$ cat src/rtl/lcdnw_pkg.sv
// Package for the character LCD nibble writer.
// Holds command codes, the byte-operation type and the init sequence tables.
// No dependencies.
package lcdnw_pkg;

  localparam logic [2:0] CMD_INIT  = 3'd0;
  localparam logic [2:0] CMD_PUTC  = 3'd1;
  localparam logic [2:0] CMD_RAW   = 3'd2;
  localparam logic [2:0] CMD_GOTO  = 3'd3;
  localparam logic [2:0] CMD_CLEAR = 3'd4;

  localparam logic [7:0] CH_FORM_FEED = 8'h0C;
  localparam logic [7:0] CH_NEWLINE   = 8'h0A;
  localparam logic [7:0] CH_CR        = 8'h0D;

  localparam logic [1:0] EMIT_PRE = 2'd0;
  localparam logic [1:0] EMIT_HI  = 2'd1;
  localparam logic [1:0] EMIT_LO  = 2'd2;

  localparam int         INIT_LEN  = 21;
  localparam logic [4:0] INIT_LAST = 5'(INIT_LEN - 1);
  localparam logic [1:0] PRE_LAST  = 2'd3;

  typedef struct packed {
    logic [7:0]  data;
    logic        rs;
    logic [13:0] lead;
    logic [13:0] trail;
  } byte_op_t;

  typedef struct packed {
    logic [3:0]  nibble;
    logic [13:0] lead;
    logic [13:0] trail;
  } pre_op_t;

  // Controller to datapath
  typedef struct packed {
    logic       load_in;
    logic       load_rom;
    logic [4:0] rom_idx;
    logic       emit;
    logic [1:0] emit_sel;
    logic [1:0] pre_idx;
    logic       last;
  } ctrl_cmd_t;

  localparam byte_op_t OP_CLEAR = '{8'h01, 1'b0, 14'd80, 14'd2040};

  function automatic byte_op_t init_op(input logic [4:0] idx);
    byte_op_t op;
    op = OP_CLEAR;
    case (idx)
      5'd0:  op = '{8'h28, 1'b0, 14'd40, 14'd90};
      5'd1:  op = '{8'h0C, 1'b0, 14'd40, 14'd90};
      5'd2:  op = '{8'h01, 1'b0, 14'd80, 14'd2090};
      5'd3:  op = '{8'h06, 1'b0, 14'd40, 14'd90};
      5'd4:  op = '{8'h40, 1'b0, 14'd40, 14'd40};
      5'd5:  op = '{8'h0A, 1'b1, 14'd40, 14'd40};
      5'd6:  op = '{8'h1F, 1'b1, 14'd40, 14'd40};
      5'd7:  op = '{8'h0E, 1'b1, 14'd40, 14'd40};
      5'd8:  op = '{8'h1F, 1'b1, 14'd40, 14'd40};
      5'd9:  op = '{8'h0E, 1'b1, 14'd40, 14'd40};
      5'd10: op = '{8'h1F, 1'b1, 14'd40, 14'd40};
      5'd11: op = '{8'h0E, 1'b1, 14'd40, 14'd40};
      5'd12: op = '{8'h00, 1'b1, 14'd40, 14'd40};
      5'd13: op = '{8'h02, 1'b1, 14'd40, 14'd40};
      5'd14: op = '{8'h04, 1'b1, 14'd40, 14'd40};
      5'd15: op = '{8'h0E, 1'b1, 14'd40, 14'd40};
      5'd16: op = '{8'h11, 1'b1, 14'd40, 14'd40};
      5'd17: op = '{8'h1F, 1'b1, 14'd40, 14'd40};
      5'd18: op = '{8'h10, 1'b1, 14'd40, 14'd40};
      5'd19: op = '{8'h0E, 1'b1, 14'd40, 14'd40};
      5'd20: op = OP_CLEAR;
      default: op = OP_CLEAR;
    endcase
    return op;
  endfunction

  function automatic pre_op_t pre_strobe(input logic [1:0] idx);
    pre_op_t p;
    case (idx)
      2'd0:    p = '{4'h3, 14'd15000, 14'd5000};
      2'd1:    p = '{4'h3, 14'd0, 14'd200};
      2'd2:    p = '{4'h3, 14'd0, 14'd200};
      default: p = '{4'h2, 14'd0, 14'd0};
    endcase
    return p;
  endfunction

endpackage

$ cat src/rtl/char_lcd_nibble_writer.sv
// Top level of the character LCD nibble writer (4-bit interface front end).
// Depends on lcdnw_pkg, lcdnw_ctrl and lcdnw_dp.
//
//   channel | direction | handshake            | payload
//   --------+-----------+----------------------+-----------------------------------
//   in      | input     | in_valid / in_ready  | cmd, char_code, position
//   out     | output    | out_valid / out_ready| nibble, reg_select, waits, last
//
// Flow: a command is accepted while the sequencer is idle, then one strobe per cycle
//   while the result side takes them: the high and low nibble of a byte command, or
//   the init preamble and table. lcdnw_ctrl sequences them, one command at a time.
// Reset: synchronous, active low; clears the sequencer and the output valid.
// Stalls: out_ready low while the output is valid holds the output register and freezes
//   the sequencer; in_ready is high only while the sequencer is idle.
// Commands 5 to 7 are accepted and produce no strobes.
module char_lcd_nibble_writer
  import lcdnw_pkg::*;
(
  input  logic        clk,
  input  logic        rst_n,
  input  logic        in_valid,
  output logic        in_ready,
  input  logic [2:0]  in_cmd,
  input  logic [7:0]  in_char_code,
  input  logic [6:0]  in_position,
  output logic        out_valid,
  input  logic        out_ready,
  output logic [3:0]  out_nibble,
  output logic        out_reg_select,
  output logic [13:0] out_wait_before_us,
  output logic [13:0] out_wait_after_us,
  output logic        out_last
);

  ctrl_cmd_t cmd;
  logic      out_free;

  // Sequencer: walks preamble, byte high/low strobes and the init table
  lcdnw_ctrl u_ctrl (
    .clk      (clk),
    .rst_n    (rst_n),
    .in_valid (in_valid),
    .in_cmd   (in_cmd),
    .in_ready (in_ready),
    .out_free (out_free),
    .cmd      (cmd)
  );

  // Datapath: holds the current byte op and the registered strobe
  lcdnw_dp u_dp (
    .clk                (clk),
    .rst_n              (rst_n),
    .cmd                (cmd),
    .in_cmd             (in_cmd),
    .in_char_code       (in_char_code),
    .in_position        (in_position),
    .out_free           (out_free),
    .out_valid          (out_valid),
    .out_ready          (out_ready),
    .out_nibble         (out_nibble),
    .out_reg_select     (out_reg_select),
    .out_wait_before_us (out_wait_before_us),
    .out_wait_after_us  (out_wait_after_us),
    .out_last           (out_last)
  );

endmodule

$ cat src/rtl/lcdnw_ctrl.sv
// Sequencing state machine for the LCD nibble writer.
// Depends on lcdnw_pkg; drives ctrl_cmd_t to lcdnw_dp.
module lcdnw_ctrl
  import lcdnw_pkg::*;
(
  input  logic       clk,
  input  logic       rst_n,
  input  logic       in_valid,
  input  logic [2:0] in_cmd,
  output logic       in_ready,
  input  logic       out_free,
  output ctrl_cmd_t  cmd
);

  localparam logic [1:0] S_IDLE = 2'd0;
  localparam logic [1:0] S_PRE  = 2'd1;
  localparam logic [1:0] S_HI   = 2'd2;
  localparam logic [1:0] S_LO   = 2'd3;

  logic [1:0] state_r, state_nxt;
  logic [4:0] idx_r, idx_nxt;
  logic       init_r, init_nxt;

  always_comb begin
    state_nxt = state_r;
    idx_nxt   = idx_r;
    init_nxt  = init_r;
    cmd       = '0;
    in_ready  = 1'b0;
    case (state_r)
      S_IDLE: begin
        in_ready = 1'b1;
        if (in_valid) begin
          case (in_cmd)
            CMD_INIT: begin
              init_nxt  = 1'b1;
              idx_nxt   = '0;
              state_nxt = S_PRE;
            end
            CMD_PUTC, CMD_RAW, CMD_GOTO, CMD_CLEAR: begin
              cmd.load_in = 1'b1;
              init_nxt    = 1'b0;
              state_nxt   = S_HI;
            end
            default: ;  // drop unknown commands
          endcase
        end
      end
      S_PRE: begin
        if (out_free) begin
          cmd.emit     = 1'b1;
          cmd.emit_sel = EMIT_PRE;
          cmd.pre_idx  = idx_r[1:0];
          if (idx_r[1:0] == PRE_LAST) begin
            cmd.load_rom = 1'b1;
            cmd.rom_idx  = '0;
            idx_nxt      = '0;
            state_nxt    = S_HI;
          end else begin
            idx_nxt = idx_r + 5'd1;
          end
        end
      end
      S_HI: begin
        if (out_free) begin
          cmd.emit     = 1'b1;
          cmd.emit_sel = EMIT_HI;
          state_nxt    = S_LO;
        end
      end
      S_LO: begin
        if (out_free) begin
          cmd.emit     = 1'b1;
          cmd.emit_sel = EMIT_LO;
          if (init_r && idx_r != INIT_LAST) begin
            cmd.load_rom = 1'b1;
            cmd.rom_idx  = idx_r + 5'd1;
            idx_nxt      = idx_r + 5'd1;
            state_nxt    = S_HI;
          end else begin
            cmd.last  = 1'b1;
            state_nxt = S_IDLE;
          end
        end
      end
      default: state_nxt = S_IDLE;
    endcase
  end

  always_ff @(posedge clk) begin
    if (!rst_n) begin
      state_r <= S_IDLE;
      idx_r   <= '0;
      init_r  <= 1'b0;
    end else begin
      state_r <= state_nxt;
      idx_r   <= idx_nxt;
      init_r  <= init_nxt;
    end
  end

  a_idx_range: assert property (@(posedge clk) disable iff (!rst_n)
    idx_r <= INIT_LAST)
    else $error("init index out of range");

  a_pre_only_init: assert property (@(posedge clk) disable iff (!rst_n)
    state_r == S_PRE |-> init_r && idx_r <= 5'd3)
    else $error("preamble state outside init run");

  a_last_to_idle: assert property (@(posedge clk) disable iff (!rst_n)
    cmd.emit && cmd.last |=> state_r == S_IDLE)
    else $error("last strobe did not return to idle");

  a_load_needs_emit_slot: assert property (@(posedge clk) disable iff (!rst_n)
    cmd.emit |-> out_free)
    else $error("strobe emitted into a full output register");

endmodule

$ cat src/rtl/lcdnw_dp.sv
// Datapath for the LCD nibble writer: byte-op register, decode, output register.
// Depends on lcdnw_pkg; driven by lcdnw_ctrl through ctrl_cmd_t.
module lcdnw_dp
  import lcdnw_pkg::*;
(
  input  logic        clk,
  input  logic        rst_n,
  input  ctrl_cmd_t   cmd,
  input  logic [2:0]  in_cmd,
  input  logic [7:0]  in_char_code,
  input  logic [6:0]  in_position,
  output logic        out_free,
  output logic        out_valid,
  input  logic        out_ready,
  output logic [3:0]  out_nibble,
  output logic        out_reg_select,
  output logic [13:0] out_wait_before_us,
  output logic [13:0] out_wait_after_us,
  output logic        out_last
);

  byte_op_t op_r;
  byte_op_t in_op;
  pre_op_t  pre;
  logic        out_valid_r;
  logic [3:0]  nibble_r;
  logic        rs_r;
  logic [13:0] before_r;
  logic [13:0] after_r;
  logic        last_r;

  // Decode a single-byte command into its byte op
  always_comb begin
    in_op = OP_CLEAR;
    case (in_cmd)
      CMD_PUTC: begin
        if (in_char_code == CH_FORM_FEED)
          in_op = OP_CLEAR;
        else if (in_char_code == CH_NEWLINE)
          in_op = '{8'hC0, 1'b0, 14'd40, 14'd40};
        else if (in_char_code == CH_CR)
          in_op = '{8'h80, 1'b0, 14'd40, 14'd40};
        else
          in_op = '{in_char_code, 1'b1, 14'd40, 14'd40};
      end
      CMD_RAW:  in_op = '{in_char_code, 1'b1, 14'd40, 14'd40};
      CMD_GOTO: in_op = '{{1'b1, in_position}, 1'b0, 14'd40, 14'd40};
      default:  in_op = OP_CLEAR;
    endcase
  end

  assign pre      = pre_strobe(cmd.pre_idx);
  assign out_free = !out_valid_r || out_ready;

  always_ff @(posedge clk) begin
    if (cmd.load_in)
      op_r <= in_op;
    else if (cmd.load_rom)
      op_r <= init_op(cmd.rom_idx);
  end

  always_ff @(posedge clk) begin
    if (!rst_n)
      out_valid_r <= 1'b0;
    else if (cmd.emit)
      out_valid_r <= 1'b1;
    else if (out_ready)
      out_valid_r <= 1'b0;
  end

  always_ff @(posedge clk) begin
    if (cmd.emit) begin
      last_r <= cmd.last;
      case (cmd.emit_sel)
        EMIT_PRE: begin
          nibble_r <= pre.nibble;
          rs_r     <= 1'b0;
          before_r <= pre.lead;
          after_r  <= pre.trail;
        end
        EMIT_HI: begin
          nibble_r <= op_r.data[7:4];
          rs_r     <= op_r.rs;
          before_r <= op_r.lead;
          after_r  <= '0;
        end
        default: begin
          nibble_r <= op_r.data[3:0];
          rs_r     <= op_r.rs;
          before_r <= '0;
          after_r  <= op_r.trail;
        end
      endcase
    end
  end

  assign out_valid          = out_valid_r;
  assign out_nibble         = nibble_r;
  assign out_reg_select     = rs_r;
  assign out_wait_before_us = before_r;
  assign out_wait_after_us  = after_r;
  assign out_last           = last_r;

endmodule

$ cat config.mk
export PLATFORM = sky130hd
export DESIGN_NAME = char_lcd_nibble_writer
export DESIGN_NICKNAME = d
export VERILOG_FILES = /design/src/rtl/lcdnw_pkg.sv /design/src/rtl/char_lcd_nibble_writer.sv /design/src/rtl/lcdnw_ctrl.sv /design/src/rtl/lcdnw_dp.sv
export SDC_FILE = /design/constraint.sdc
export NUM_CORES = 1
export LEC_CHECK = 0
export ABC_AREA = 1
export BUFFER_PORTS_ARGS = -buffer_cell sky130_fd_sc_hd__buf_2
export CAP_MARGIN = 20
export CORE_MARGIN = 2
export CORE_UTILIZATION = 35
export CTS_CLUSTER_SIZE = 12
export DETAILED_ROUTE_END_ITERATION = 16
export PLACE_DENSITY_LB_ADDON = 0.25
export REMOVE_ABC_BUFFERS = 1
export SLEW_MARGIN = 20
export SYNTH_ARGS = -nofsm -noshare
export SYNTH_HDL_FRONTEND = slang
export SYNTH_SLANG_ARGS = --single-unit
$ cat constraint.sdc
create_clock -name clk -period 6.46 [get_ports clk]
set_input_delay 1.292 -clock clk [delete_from_list [all_inputs] [get_ports clk]]
set_output_delay 1.292 -clock clk [all_outputs]
set_load 0.01 [all_outputs]
==> results.toml <==
[critical_path]
crit_slowest_cell = "nor2_1"
rr_worst_depth = 11
r2r_start = "u_ctrl.idx_r[0]"
critPathRequiredTime_ps = 6510
cp.arrival_ps = 2610
crit_type = "in -> reg"
cp-end-kind = "flop"
cpMostUsedCell = "nor2_1"
cp_max_fo = 6
r2r_slack_ps = 4310
crit_path_max_incr_delay_ps = 390
critPathBufInv = 1
critPathLaunchType = "input pin"
path_cells = "buf_2, nor2_1, nor2_1, nand3_1, nor2_1, nor2_1, nand2_1, nand3_1, nand3_1"
r2r_end = "u_dp.op_r[19]"
critPathTopFamily = "simple AND/OR/NAND/NOR gates"

[hold_path]
hold_class = "reg -> reg"
hold_depth = 2
min_to = "u_ctrl.idx_r[4]"
hold_start = "u_ctrl.idx_r[4]"

[yosys]
async_flop_share_pct = 0
yosys-top-cells-count = "nand2_1 (69), inv_1 (46), nor2_1 (44), edfxtp_1 (36), nand3_1 (29)"
syn_area_per_cell_um2 = 8.16
synth_edf_count = 36
synth-seq-area-share_pct = 45.9
synth_top_cells_by_area = "edfxtp_1 (39%), nand2_1 (9.4%), dfxtp_1 (6.6%)"
synthCells = 337
synth_top_area_share_pct = 39.3
synth_cell_types = 33
yosys.area.top_type = "edfxtp_1"
synth_area_um2 = 2750
ys_seq_elements = 45
synth.most_common_cell = "nand2_1"
synth_flop_cell = "edfxtp_1"
yosysWarnings = 0

[sta]
max_freq_mhz = 390
fin_hold_ws_ps = 476
grt_setup_unrepaired = "false"
skew_ps = 12.3
setup_total_negative_slack_ps = 0
period_needed_ps = 2560
period_share_pct = 39.7
finalHoldViolations = 0
setup_viol = 0
slew_violations = 0

[clock_network]
post-cts-setup-buffer-count = 0
cts_buffers = 5
cts_tree = "built"
root_buffer = "clkbuf_8"
clk-insertion-delay-late_ps = 310
clock-sinks = 45
clk_pin_slew_worst_paths_ps = 100
ctsResizeCount = 0
hold_buffers = 0
cts_max_path_buffers = 2
htree_levels = 2

[floorplanning]
fp-row-count = 32
num_io_pins = 58
core_area_um2 = 7690
die_w_um = 92.6
dieArea_um2 = 8580
start_util_pct = 35.8
die_h_um = 92.6

[detailed_routing]
ant_nets = 0
wl_um = 5930
vias = 2323
drt_iter0_drc = 150
drc = 0
wl_per_cell_um = 12.1
drt-pass1-iter-count = 5
avgViaCountPerCell = 4.74

[layout]
fin_util_pct = 41.0
syn2layout_area_growth_pct = 14.5
antennaDiodeCount = 0
drive_above_1_share_pct = 22.4
num-nets-final = 414

[run_status]
status = "completed"

[pwr]
ir_drop_v = 0.000143
power_leakage_nw = 1.50
p_per_area_nw_per_um2 = 335
total_power_w = 0.00106

[global_route]
grt_pass1_wl_um = 9830
grt_use_met3_pct = 2.44
grt_max_degree = 21
overflow = 0
grt_pass1_vias = 2112
grt_busiest_layer = "met2"
grtUsageTotal_pct = 14.4
grt_use_met2_pct = 22.3
antenna_found_initial = 0
use_met1_pct = 19.9

[placed_design]
gp_congestion = 0.898
dp_hpwl_um = 4670
numPortBuffers = 49

[flow_run]
cap_violations = 0
[logic make-up after synthesis]
family,after synthesis,synth area share [%]
compound gates,44,9.42
xor+xnor,1,0.319
fa+ha+maj,5,2.28
buf+inv,67,11.2
flops,45,45.9
other cells,1,0.136
simple gates,174,30.7
[registers in the layout, summed over array words and instances (netlist names)]
name	flops
u_dp.op_r	16
u_dp.out_valid	1
u_dp.out_wait_before_us	5
u_dp.out_reg_select	1
u_dp.out_wait_after_us	9
u_dp.out_nibble	4
u_dp.out_last	1
u_ctrl.init_r	1
u_ctrl.idx_r	5
u_ctrl.state_r	2
[layout make-up]
| type | instances | area, um^2 |
|---|---|---|
| inverters | 52 | 200 |
| multi-input cells | 232 | 1200 |
| fillers | 804 | 4540 |
| well taps | 102 | 128 |
| flip-flops and latches | 45 | 1260 |
| clock buffers | 5 | 68.8 |
| repair buffers | 51 | 260 |
| clock inverters | 3 | 25.0 |
[cells in the final DEF (no fill, tap or decap), types with 3 or more instances in the layout]
| cell | count |
|---|---|
| a22oi_1 | 4 |
| nor2_2 | 3 |
| nand2_1 | 69 |
| o21ai_0 | 17 |
| nand3_1 | 29 |
| a21oi_1 | 13 |
| nand4_1 | 6 |
| edfxtp_1 | 36 |
| ha_1 | 5 |
| nand2_4 | 8 |
| nor3_1 | 4 |
| nor2_1 | 44 |
| nand2_2 | 4 |
| clkbuf_8 | 5 |
| buf_2 | 49 |
| conb_1 | 8 |
| dfxtp_1 | 9 |
| inv_1 | 46 |
| inv_2 | 3 |
[tightest hold or removal path, cell delays in order (launching register included)]
cell and delay (ps):
dfxtp_1 330, nand2_1 60, a21oi_1 50
[worst max-delay path by stage]
stage | start | to | slack, ps | depth (start not counted)
2_1_floorplan | out_ready | u_dp.op_r[11] | 3690 | 4
3_3_place_gp | out_ready | u_dp.op_r[31] | 3600 | 9
3_5_place_dp | out_ready | u_dp.op_r[31] | 3570 | 9
4_1_cts | out_ready | u_dp.op_r[31] | 3890 | 9
5_1_grt | out_ready | u_dp.op_r[31] | 3820 | 9
6_report | out_ready | u_dp.op_r[31] | 3900 | 9
[layer usage]
metal	wire length (um)	vias to the layer above
li1	-	1185
met1	2800	1026
met2	2590	100
met3	396	12
met4	146	0
met5	0	-
[metrics by stage]
stage / setup WS (ps) / instances / cell area [um^2]
floorplan: 3690 / 329 / 2670
global placement: 3600 / 482 / 3050
detailed placement: 3570 / 482 / 3050
CTS: 3890 / 490 / 3150
global route: 3820 / 490 / 3150
finish: 3900 / 490 / 3150
[power breakdown]
group / leakage [nW] / switching, W / internal [W]
Combinational: 1.05 / 0.000271 / 0.000131
Sequential: 0.406 / 0.0000393 / 0.000433
Clock: 0.0452 / 0.000103 / 0.0000789
No activity file was read; power rests on OpenSTA's default activity.
